### config.mk
export PLATFORM = sky130hd
export DESIGN_NAME = fan_curve_with_hysteresis
export DESIGN_NICKNAME = d
export VERILOG_FILES = /design/src/hw/rtl/fcwh_pkg.sv /design/src/hw/rtl/fcwh_curve_mem.sv /design/src/hw/rtl/fcwh_div.sv /design/src/hw/rtl/fan_curve_with_hysteresis.sv
export SDC_FILE = /design/constraint.sdc
export NUM_CORES = 1
export LEC_CHECK = 0
export BUFFER_PORTS_ARGS = -buffer_cell sky130_fd_sc_hd__buf_2
export CAP_MARGIN = 20
export CORE_MARGIN = 1
export CORE_UTILIZATION = 50
export CTS_CLUSTER_DIAMETER = 40
export DETAILED_ROUTE_END_ITERATION = 7
export GPL_TIMING_DRIVEN = 0
export PLACE_DENSITY = 0.73
export SLEW_MARGIN = 20
export SYNTH_ARGS = -nofsm -noshare
export SYNTH_HDL_FRONTEND = slang
export SYNTH_SLANG_ARGS = --single-unit
### constraint.sdc
create_clock -name clk -period 13.8 [get_ports clk]
set_input_delay 2.07 -clock clk [delete_from_list [all_inputs] [get_ports clk]]
set_output_delay 2.07 -clock clk [all_outputs]
set_load 0.05 [all_outputs]
### src/hw/rtl/fcwh_pkg.sv
// ----------------------------------------------------------------------------
// fcwh_pkg
// Shared widths, codes and types of the fan curve block.
// ----------------------------------------------------------------------------
package fcwh_pkg;

    localparam int TEMP_W        = 8;
    localparam int SPEED_W       = 7;
    localparam int HYST_W        = 8;
    localparam int POINT_COUNT_W = 5;
    localparam int INDEX_W       = 4;
    localparam int CFG_DATA_W    = 8;
    localparam int CFG_INDEX_W   = 1;
    localparam int NUM_W         = SPEED_W + TEMP_W;
    localparam int MAX_POINTS_DEF = 16;

    // Configuration register indexes.
    localparam logic [CFG_INDEX_W-1:0] REG_HYSTERESIS  = 1'b0;
    localparam logic [CFG_INDEX_W-1:0] REG_POINT_COUNT = 1'b1;

    // Request kinds.
    localparam logic REQ_SAMPLE = 1'b0;
    localparam logic REQ_WRITE  = 1'b1;

    typedef enum logic [2:0] {
        ST_IDLE,
        ST_SCAN,
        ST_MUL,
        ST_DIV,
        ST_FIN
    } state_t;

    typedef struct packed {
        logic [TEMP_W-1:0]  temp;
        logic [SPEED_W-1:0] speed;
    } curve_entry_t;

    typedef struct packed {
        logic              start;
        logic [NUM_W-1:0]  num;
        logic [TEMP_W-1:0] den;
    } div_request_t;

    typedef struct packed {
        logic              done;
        logic [NUM_W-1:0]  quot;
        logic [TEMP_W-1:0] rem;
    } div_result_t;

endpackage

### src/hw/rtl/fcwh_curve_mem.sv
// ----------------------------------------------------------------------------
// fcwh_curve_mem
// Curve point memory: one write port, one read port, registered read data.
// ----------------------------------------------------------------------------
module fcwh_curve_mem
    import fcwh_pkg::*;
#(
    parameter int DEPTH = MAX_POINTS_DEF,
    parameter int AW    = $clog2(DEPTH)
)
(
    input  logic         clk,
    input  logic         wr_en,
    input  logic [AW-1:0] wr_addr,
    input  curve_entry_t wr_data,
    input  logic         rd_en,
    input  logic [AW-1:0] rd_addr,
    output curve_entry_t rd_data
);

    curve_entry_t mem [DEPTH];

    always_ff @(posedge clk)
    begin
        if (wr_en)
        begin
            mem[wr_addr] <= wr_data;
        end
    end

    always_ff @(posedge clk)
    begin
        if (rd_en)
        begin
            rd_data <= mem[rd_addr];
        end
    end

endmodule

### src/hw/rtl/fcwh_div.sv
// ----------------------------------------------------------------------------
// fcwh_div
// Restoring divider, one quotient bit per cycle.
// ----------------------------------------------------------------------------
module fcwh_div
    import fcwh_pkg::*;
(
    input  logic         clk,
    input  logic         rst_n,
    input  div_request_t req,
    output div_result_t  res
);

    localparam int CNT_W = $clog2(NUM_W + 1);
    localparam logic [CNT_W-1:0] LAST_STEP = CNT_W'(NUM_W - 1);

    logic             busy_reg;
    logic             done_reg;
    logic [CNT_W-1:0] cnt_reg;
    logic [NUM_W-1:0] quo_reg;
    logic [TEMP_W-1:0] rem_reg;
    logic [TEMP_W-1:0] den_reg;

    logic [TEMP_W:0]   trial;
    logic              fits;
    logic [TEMP_W:0]   diff;

    always_comb
    begin
        trial = {rem_reg, quo_reg[NUM_W-1]};
        fits  = trial >= {1'b0, den_reg};
        diff  = trial - {1'b0, den_reg};
    end

    always_ff @(posedge clk or negedge rst_n)
    begin
        if (!rst_n)
        begin
            busy_reg <= 1'b0;
            done_reg <= 1'b0;
            cnt_reg  <= '0;
        end
        else
        begin
            // The done pulse is registered at the same edge that shifts in the last quotient bit.
            done_reg <= busy_reg && (cnt_reg == LAST_STEP);
            if (req.start && !busy_reg)
            begin
                busy_reg <= 1'b1;
                cnt_reg  <= '0;
            end
            else if (busy_reg)
            begin
                cnt_reg <= cnt_reg + 1'b1;
                if (cnt_reg == LAST_STEP)
                begin
                    busy_reg <= 1'b0;
                end
            end
        end
    end

    always_ff @(posedge clk)
    begin
        if (req.start && !busy_reg)
        begin
            quo_reg <= req.num;
            rem_reg <= '0;
            den_reg <= req.den;
        end
        else if (busy_reg)
        begin
            quo_reg <= {quo_reg[NUM_W-2:0], fits};
            rem_reg <= fits ? diff[TEMP_W-1:0] : trial[TEMP_W-1:0];
        end
    end

    assign res.done = done_reg;
    assign res.quot = quo_reg;
    assign res.rem  = rem_reg;

endmodule

### src/hw/rtl/fan_curve_with_hysteresis.sv
// ----------------------------------------------------------------------------
// fan_curve_with_hysteresis
// Maps temperature samples through a piecewise linear fan curve, with a
// hysteresis band on falling temperatures.
// ----------------------------------------------------------------------------
//
//   channel  | handshake                  | payload
//   ---------+----------------------------+-----------------------------------
//   input    | in_valid / in_stall        | req_type, temperature,
//            |                            | point_index, point_speed
//   output   | out_valid / out_stall      | fan_speed
//   config   | cfg_wr_en                  | cfg_index, cfg_wdata
//
// A curve point write, and a sample that gives no speed, are done in the
// idle state without leaving it. A sample that gives a speed scans the n
// points in use from the curve memory, one per cycle, and then takes the
// speed of a hit point or of an end of the curve, or interpolates through
// the iterative divider. Reset clears the control state, the
// previous and reference temperatures and both registers; the curve memory
// holds nothing until it is written. in_stall is high while a sample is in
// flight; a finished speed waits in the output register, so a new request is
// taken while out_stall holds the previous one.
// ----------------------------------------------------------------------------
module fan_curve_with_hysteresis
    import fcwh_pkg::*;
#(
    parameter int MAX_POINTS = MAX_POINTS_DEF
)
(
    input  logic                   clk,
    input  logic                   rst_n,

    input  logic                   cfg_wr_en,
    input  logic [CFG_INDEX_W-1:0] cfg_index,
    input  logic [CFG_DATA_W-1:0]  cfg_wdata,

    input  logic                   in_valid,
    output logic                   in_stall,
    input  logic                   req_type,
    input  logic [TEMP_W-1:0]      temperature,
    input  logic [INDEX_W-1:0]     point_index,
    input  logic [SPEED_W-1:0]     point_speed,

    output logic                   out_valid,
    input  logic                   out_stall,
    output logic [SPEED_W-1:0]     fan_speed
);

    // Address width of the curve memory, and a count width that holds both
    // the saturated point count and any slot index.
    localparam int AW = $clog2(MAX_POINTS);
    localparam int SW = $clog2(MAX_POINTS + 1);
    localparam int CW = (SW > POINT_COUNT_W) ? SW : POINT_COUNT_W;
    localparam logic [CW-1:0] MAX_CNT = CW'(MAX_POINTS);

    // Control state.
    state_t                   state_reg, state_next;
    logic [HYST_W-1:0]        hyst_reg;
    logic [POINT_COUNT_W-1:0] count_reg;
    logic [TEMP_W-1:0]        prev_temp_reg, prev_temp_next;
    logic [TEMP_W-1:0]        ref_temp_reg, ref_temp_next;
    logic                     out_valid_reg, out_valid_next;
    logic                     match_reg, match_next;
    logic                     hi_found_reg, hi_found_next;
    logic [CW-1:0]            cur_reg, cur_next;

    // Payload of the sample in flight.
    logic [CW-1:0]            n_reg, n_next;
    logic [TEMP_W-1:0]        t_reg, t_next;
    logic [SPEED_W-1:0]       match_spd_reg, match_spd_next;
    logic [TEMP_W-1:0]        t0_reg, t0_next;
    logic [SPEED_W-1:0]       s0_reg, s0_next;
    logic [TEMP_W-1:0]        last_t_reg, last_t_next;
    logic [SPEED_W-1:0]       last_s_reg, last_s_next;
    logic [TEMP_W-1:0]        lt_reg, lt_next;
    logic [SPEED_W-1:0]       ls_reg, ls_next;
    logic [TEMP_W-1:0]        ht_reg, ht_next;
    logic [SPEED_W-1:0]       hs_reg, hs_next;
    logic                     neg_reg, neg_next;
    logic [SPEED_W-1:0]       res_reg, res_next;
    logic [SPEED_W-1:0]       fan_speed_reg, fan_speed_next;

    // Memory and divider connections.
    logic                     mem_wr_en;
    logic [CW-1:0]            wr_idx;
    curve_entry_t             wr_entry;
    logic                     mem_rd_en;
    logic [CW-1:0]            rd_idx;
    curve_entry_t             rd_entry;
    div_request_t             div_req;
    div_result_t              div_res;

    // Working signals.
    logic                     in_accept;
    logic [CW-1:0]            n_eff;
    logic signed [TEMP_W+1:0] ref_drop;
    logic                     in_band;
    logic                     take_sample;
    logic                     last_slot;
    logic                     match_now;
    logic [SPEED_W-1:0]       match_spd_now;
    logic [TEMP_W-1:0]        t0_now;
    logic [SPEED_W-1:0]       s0_now;
    logic signed [SPEED_W:0]  spd_diff;
    logic [SPEED_W-1:0]       spd_mag;
    logic [TEMP_W-1:0]        temp_off;
    logic [SPEED_W:0]         quot_adj;
    logic [TEMP_W+1:0]        interp;
    logic                     out_free;

    fcwh_curve_mem #(
        .DEPTH (MAX_POINTS),
        .AW    (AW)
    ) u_mem (
        .clk     (clk),
        .wr_en   (mem_wr_en),
        .wr_addr (wr_idx[AW-1:0]),
        .wr_data (wr_entry),
        .rd_en   (mem_rd_en),
        .rd_addr (rd_idx[AW-1:0]),
        .rd_data (rd_entry)
    );

    fcwh_div u_div (
        .clk   (clk),
        .rst_n (rst_n),
        .req   (div_req),
        .res   (div_res)
    );

    assign in_stall  = (state_reg != ST_IDLE);
    assign in_accept = in_valid && !in_stall;
    assign out_valid = out_valid_reg;
    assign fan_speed = fan_speed_reg;
    assign out_free  = !out_valid_reg || !out_stall;

    // Curve point writes go straight to the memory; slots past the table
    // are dropped.
    assign wr_idx         = CW'(point_index);
    assign wr_entry.temp  = temperature;
    assign wr_entry.speed = point_speed;
    assign mem_wr_en      = in_accept && (req_type == REQ_WRITE) && (wr_idx < MAX_CNT);

    always_comb
    begin
        n_eff = (CW'(count_reg) > MAX_CNT) ? MAX_CNT : CW'(count_reg);

        // A falling sample inside the hysteresis band is suppressed.
        ref_drop = $signed({2'b00, ref_temp_reg}) - $signed({2'b00, temperature});
        in_band  = (temperature < prev_temp_reg)
                   && ($signed({2'b00, hyst_reg}) > ref_drop);
        take_sample = (temperature != prev_temp_reg) && !in_band && (n_eff != '0);

        // Slot cur_reg arrives from the memory during the scan.
        last_slot     = (CW'(cur_reg + 1'b1) == n_reg);
        match_now     = match_reg || (rd_entry.temp == t_reg);
        match_spd_now = match_reg ? match_spd_reg : rd_entry.speed;
        t0_now        = (cur_reg == '0) ? rd_entry.temp  : t0_reg;
        s0_now        = (cur_reg == '0) ? rd_entry.speed : s0_reg;

        // Signed speed span and temperature offset for the interpolation.
        spd_diff = $signed({1'b0, hs_reg}) - $signed({1'b0, ls_reg});
        spd_mag  = spd_diff[SPEED_W] ? SPEED_W'(-spd_diff) : spd_diff[SPEED_W-1:0];
        temp_off = t_reg - lt_reg;

        // Floor of a negative quotient rounds one further when inexact.
        quot_adj = div_res.quot[SPEED_W:0]
                   + {{SPEED_W{1'b0}}, (neg_reg && (div_res.rem != '0))};
        interp   = neg_reg ? ({3'b000, ls_reg} - {2'b00, quot_adj})
                           : ({3'b000, ls_reg} + {2'b00, quot_adj});

        state_next     = state_reg;
        prev_temp_next = prev_temp_reg;
        ref_temp_next  = ref_temp_reg;
        out_valid_next = out_valid_reg && out_stall;
        match_next     = match_reg;
        hi_found_next  = hi_found_reg;
        cur_next       = cur_reg;
        n_next         = n_reg;
        t_next         = t_reg;
        match_spd_next = match_spd_reg;
        t0_next        = t0_reg;
        s0_next        = s0_reg;
        last_t_next    = last_t_reg;
        last_s_next    = last_s_reg;
        lt_next        = lt_reg;
        ls_next        = ls_reg;
        ht_next        = ht_reg;
        hs_next        = hs_reg;
        neg_next       = neg_reg;
        res_next       = res_reg;
        fan_speed_next = fan_speed_reg;
        mem_rd_en      = 1'b0;
        rd_idx         = CW'(cur_reg + 1'b1);
        div_req.start  = 1'b0;
        div_req.num    = NUM_W'(spd_mag) * NUM_W'(temp_off);
        div_req.den    = ht_reg - lt_reg;

        unique case (state_reg)
            ST_IDLE:
            begin
                if (in_accept && (req_type == REQ_SAMPLE))
                begin
                    prev_temp_next = temperature;
                    if (take_sample)
                    begin
                        ref_temp_next = temperature;
                        t_next        = temperature;
                        n_next        = n_eff;
                        cur_next      = '0;
                        match_next    = 1'b0;
                        hi_found_next = 1'b0;
                        mem_rd_en     = 1'b1;
                        rd_idx        = '0;
                        state_next    = ST_SCAN;
                    end
                end
            end

            ST_SCAN:
            begin
                if (!match_reg && (rd_entry.temp == t_reg))
                begin
                    match_next     = 1'b1;
                    match_spd_next = rd_entry.speed;
                end
                if (cur_reg == '0)
                begin
                    t0_next = rd_entry.temp;
                    s0_next = rd_entry.speed;
                end
                // The upper bound is the first slot after slot zero that lies
                // above the sample; the lower bound is the slot before it.
                if ((cur_reg != '0) && !hi_found_reg && (rd_entry.temp > t_reg))
                begin
                    hi_found_next = 1'b1;
                    ht_next       = rd_entry.temp;
                    hs_next       = rd_entry.speed;
                    lt_next       = last_t_reg;
                    ls_next       = last_s_reg;
                end
                last_t_next = rd_entry.temp;
                last_s_next = rd_entry.speed;

                if (last_slot)
                begin
                    priority if (match_now)
                    begin
                        res_next   = match_spd_now;
                        state_next = ST_FIN;
                    end
                    else if (t_reg <= t0_now)
                    begin
                        res_next   = s0_now;
                        state_next = ST_FIN;
                    end
                    else if (t_reg >= rd_entry.temp)
                    begin
                        res_next   = rd_entry.speed;
                        state_next = ST_FIN;
                    end
                    else
                    begin
                        state_next = ST_MUL;
                    end
                end
                else
                begin
                    mem_rd_en = 1'b1;
                    cur_next  = CW'(cur_reg + 1'b1);
                end
            end

            ST_MUL:
            begin
                // The product is captured by the divider at this edge.
                neg_next      = spd_diff[SPEED_W];
                div_req.start = 1'b1;
                state_next    = ST_DIV;
            end

            ST_DIV:
            begin
                if (div_res.done)
                begin
                    res_next   = interp[SPEED_W-1:0];
                    state_next = ST_FIN;
                end
            end

            ST_FIN:
            begin
                if (out_free)
                begin
                    out_valid_next = 1'b1;
                    fan_speed_next = res_reg;
                    state_next     = ST_IDLE;
                end
            end

            default:
            begin
                state_next = ST_IDLE;
            end
        endcase
    end

    always_ff @(posedge clk or negedge rst_n)
    begin
        if (!rst_n)
        begin
            state_reg     <= ST_IDLE;
            hyst_reg      <= '0;
            count_reg     <= '0;
            prev_temp_reg <= '0;
            ref_temp_reg  <= '0;
            out_valid_reg <= 1'b0;
            match_reg     <= 1'b0;
            hi_found_reg  <= 1'b0;
            cur_reg       <= '0;
        end
        else
        begin
            state_reg     <= state_next;
            prev_temp_reg <= prev_temp_next;
            ref_temp_reg  <= ref_temp_next;
            out_valid_reg <= out_valid_next;
            match_reg     <= match_next;
            hi_found_reg  <= hi_found_next;
            cur_reg       <= cur_next;
            if (cfg_wr_en)
            begin
                unique case (cfg_index)
                    REG_HYSTERESIS:  hyst_reg  <= cfg_wdata[HYST_W-1:0];
                    REG_POINT_COUNT: count_reg <= cfg_wdata[POINT_COUNT_W-1:0];
                    default:         hyst_reg  <= hyst_reg;
                endcase
            end
        end
    end

    always_ff @(posedge clk)
    begin
        n_reg         <= n_next;
        t_reg         <= t_next;
        match_spd_reg <= match_spd_next;
        t0_reg        <= t0_next;
        s0_reg        <= s0_next;
        last_t_reg    <= last_t_next;
        last_s_reg    <= last_s_next;
        lt_reg        <= lt_next;
        ls_reg        <= ls_next;
        ht_reg        <= ht_next;
        hs_reg        <= hs_next;
        neg_reg       <= neg_next;
        res_reg       <= res_next;
        fan_speed_reg <= fan_speed_next;
    end

endmodule

==> results.txt <==
- 43 I/O pins were placed.
* Post-layout instance area: approximately 0.024 mm²
* Overall die height: approximately 210 µm
- Along the worst path, the maximum fanout reaches 8.
- Timing would allow up to ~140 MHz.
- Buffers inserted to repair hold after CTS numbered 0.
* Placed wire-length estimate: roughly 32000 µm
- Average footprint of a synthesized cell: roughly 13 µm²
- The cell sitting at the root of the clock tree is a sky130_fd_sc_hd__clkbuf_16.
* Top area cells in the synthesized netlist: sky130_fd_sc_hd__edfxtp_1, sky130_fd_sc_hd__ha_1, sky130_fd_sc_hd__dfrtp_1
- The first global-routing pass estimated 73700 µm of wire.
- Across the routed clock network, the largest skew measured is around 0.045 ns.
- Number of nets produced by synthesis: 1838
- Routability Congestion: 0.856
* Cell taking the most area after synthesis: sky130_fd_sc_hd__edfxtp_1
* Clock latency reported for the late side of the worst-skew pair: 0.63 ns
* Number of synthesized flops with an enable pin: 373
* Most common cell after layout, fill and taps aside: sky130_fd_sc_hd__edfxtp_1
- Tightest Pin Transition: 1.17 ns
- Total count of hold-check failures in the final report: 0
* Post-route ant nets: 0
* Drt first-iter violations: between 1000 and 1500
- Leaving out fill and tap cells, the most frequent cells in the layout are sky130_fd_sc_hd__edfxtp_1, sky130_fd_sc_hd__inv_1, sky130_fd_sc_hd__nand2_1, sky130_fd_sc_hd__ha_1, sky130_fd_sc_hd__nor2_1.
* Final setup TNS: 0 ns
* Largest net degree at the start of global routing: 47
- Max transition margin: 21.2%
- In this run the tool buffered the top-level ports with 42 buffer cells.
* Minimum clock period: between 7 and 8 ns
- Unrepaired setup endpoints after global routing: false
- Average detailed-routed wire length per instance: between 15 and 20 µm
- The clock drives ~430 sinks.
* Die Footprint: roughly 0.043 mm²
- Rows: 74
- The final number of max-transition violations was 0.
* Number of antenna violations at the first check in global routing: 0
* Kind of critical path: reg2reg
- Count of buffers added by post-CTS timing repair for setup: 0
* Yosys warning count: 0
* DRC violations left: 0
- Status: complete, no violations
- The worst register-to-register path has a depth of 25.
* Number of flip-flops under the largest register name: 240
* Maximum number of buffers from clock root to sink: 3
- Post-route clock period utilization: just over 50%
- Area added between synthesis and finish: 14.3%
- Once layout is complete, the utilization of the core stands at approximately three fifths.
- Core Area: a little over 0.04 mm²
- 0 antenna diodes ended up in the layout.
* Pre-antenna DRT Iters: 6
- At the end of the flow, the number of nets in the layout was about 2000.
- Along the worst hold path, the cell count comes to 0.
* Flip-flop and latch count after synthesis: 427
- Cell count after synthesis: roughly 1700
- The path class of the tightest hold or removal check is reg2reg.
- The synthesized design devotes to its leading area cell type a little over half of total area.
- The worst setup path is captured at a register.
- For the worst setup path, the data required time is around 14 ns.
* Post-synth ARST share: 10.8%
- Initial Util: 51.1%
* Number of instances resized during post-cts repair: 0
* Total placed instance area: ~0.022 mm²
- Number of levels in the clock H-tree: 2
* Post-synthesis instance area: approximately 0.021 mm²
* Top FF cell, synth: sky130_fd_sc_hd__edfxtp_1
- Total global routing overflow: 0
- The tool flagged a number of max-cap violations equal to 0.
- TritonCTS built the clock tree.
* Number of different library cells in the post-synthesis netlist: 69
- Sequential-to-total area share from yosys stat: between 50% and 60%
* Number of buffers created by CTS: 57
* Number of endpoints failing setup at the final stage: 0
- The final route contains between 10000 and 15000 vias.
- Proportion of layout cells with a drive suffix above 1: between 10 and 15%
* Vias in the first global route: approximately 14000
* Drt total wl: ~46000 µm
- Average via count per standard cell: 5.72
- STA puts the critical path data arrival time at 7.40 ns.
- Kind of launch point of the worst setup path: register
- Clock-pin slew was measured on the worst setup and hold paths at ~0.06 ns.
- Die outline width: just over 200 µm
- For this run, the total global-route usage over all layers was measured as 22.0%.
[cell type report]
| class | instances | area, µm² |
|---|---|---|
| clock inverter | 40 | 459 |
| timing repair buffer | 55 | 327 |
| buffer | 54 | 225 |
| sequential | 427 | 12500 |
| multi-input combinational | 1027 | 7820 |
| clock buffer | 66 | 1490 |
| tap | 532 | 666 |
| inverter | 145 | 544 |
| fill | 3158 | 17200 |
[through the flow]
step	instances	worst slack [ns]	hold WS [ns]
2_1_floorplan	1653	7.59	0.400
3_3_place_gp	2227	6.57	0.401
3_5_place_dp	2240	6.44	0.406
4_1_cts	2346	6.68	0.421
5_1_grt	2346	6.19	0.428
6_report	2346	6.73	0.419
[critical path: stages (launching register included)]
cell and delay, ns:
sky130_fd_sc_hd__edfxtp_1 0.46, sky130_fd_sc_hd__inv_1 0.15, sky130_fd_sc_hd__ha_1 0.25, sky130_fd_sc_hd__nor2b_1 0.13, sky130_fd_sc_hd__o21a_1 0.19, sky130_fd_sc_hd__o21a_1 0.21
sky130_fd_sc_hd__o31a_1 0.27, sky130_fd_sc_hd__o21ai_1 0.32, sky130_fd_sc_hd__o211ai_1 0.17, sky130_fd_sc_hd__xnor2_1 0.62, sky130_fd_sc_hd__nor2_1 0.14, sky130_fd_sc_hd__fa_1 0.55
sky130_fd_sc_hd__inv_1 0.05, sky130_fd_sc_hd__fa_1 0.53, sky130_fd_sc_hd__inv_1 0.06, sky130_fd_sc_hd__fa_1 0.53, sky130_fd_sc_hd__inv_1 0.05, sky130_fd_sc_hd__fa_1 0.53
sky130_fd_sc_hd__inv_1 0.04, sky130_fd_sc_hd__ha_1 0.25, sky130_fd_sc_hd__a2111oi_0 0.45, sky130_fd_sc_hd__nor3_1 0.16, sky130_fd_sc_hd__a41oi_1 0.31, sky130_fd_sc_hd__a21oi_1 0.14
sky130_fd_sc_hd__xnor2_1 0.15, sky130_fd_sc_hd__o21ai_0 0.08
[cells by family after synthesis]
family                   count (synthesis)  share of synthesized area [%]
multiplexers                           103                           5.27
buffers and inverters                  199                           3.66
AND/OR/NAND/NOR                        382                           8.35
flip-flops                             427                           59.5
AO/OA/AOI/OAI                          320                           10.0
adder cells (fa/ha/maj)                151                           10.2
XOR/XNOR                                71                           2.99
[worst paths after layout]
check	start	to	slack [ns]
max in group asynchronous	rst_n	out_valid$_DFF_PN0_	11.85
min in group asynchronous	rst_n	count_reg[0]$_DFFE_PN0P_	1.46
setup / recovery	ls_reg[1]$_DFFE_PP_	u_div.quo_reg[13]$_DFFE_PP_	6.73
hold / removal	res_reg[2]$_DFFE_PP_	fan_speed[2]$_DFFE_PP_	0.42
hold reg to reg	res_reg[2]$_DFFE_PP_	fan_speed[2]$_DFFE_PP_	0.42
setup reg to reg	ls_reg[1]$_DFFE_PP_	u_div.quo_reg[13]$_DFFE_PP_	6.73
[layer usage]
metal / wire (µm) / vias up / GRT usage (%) / share of wire (%)
met5: 0 / - / 0 / 0
met4: 2070 / 0 / 11.0 / 4.5
met3: 2990 / 117 / 3.53 / 6.4
met2: 22800 / 501 / 37.5 / 49
met1: 18500 / 6539 / 27.4 / 40
li1: - / 6265 / - / -
[synthesized netlist by cell type (all sizes together), types with 35 or more instances]
cell and count:
a21o 41, a21oi 66, nand3 41, inv 145, o21ai 94, fa 35, edfxtp 373, nor3 35
mux2i 49, xnor2 40, ha 116, nor2 103, nand2 128, mux2 53, dfrtp 46
Power is left out: the tool's default activity adds up to more than one toggle a clock period on the data nets, which glitch-free logic cannot reach.
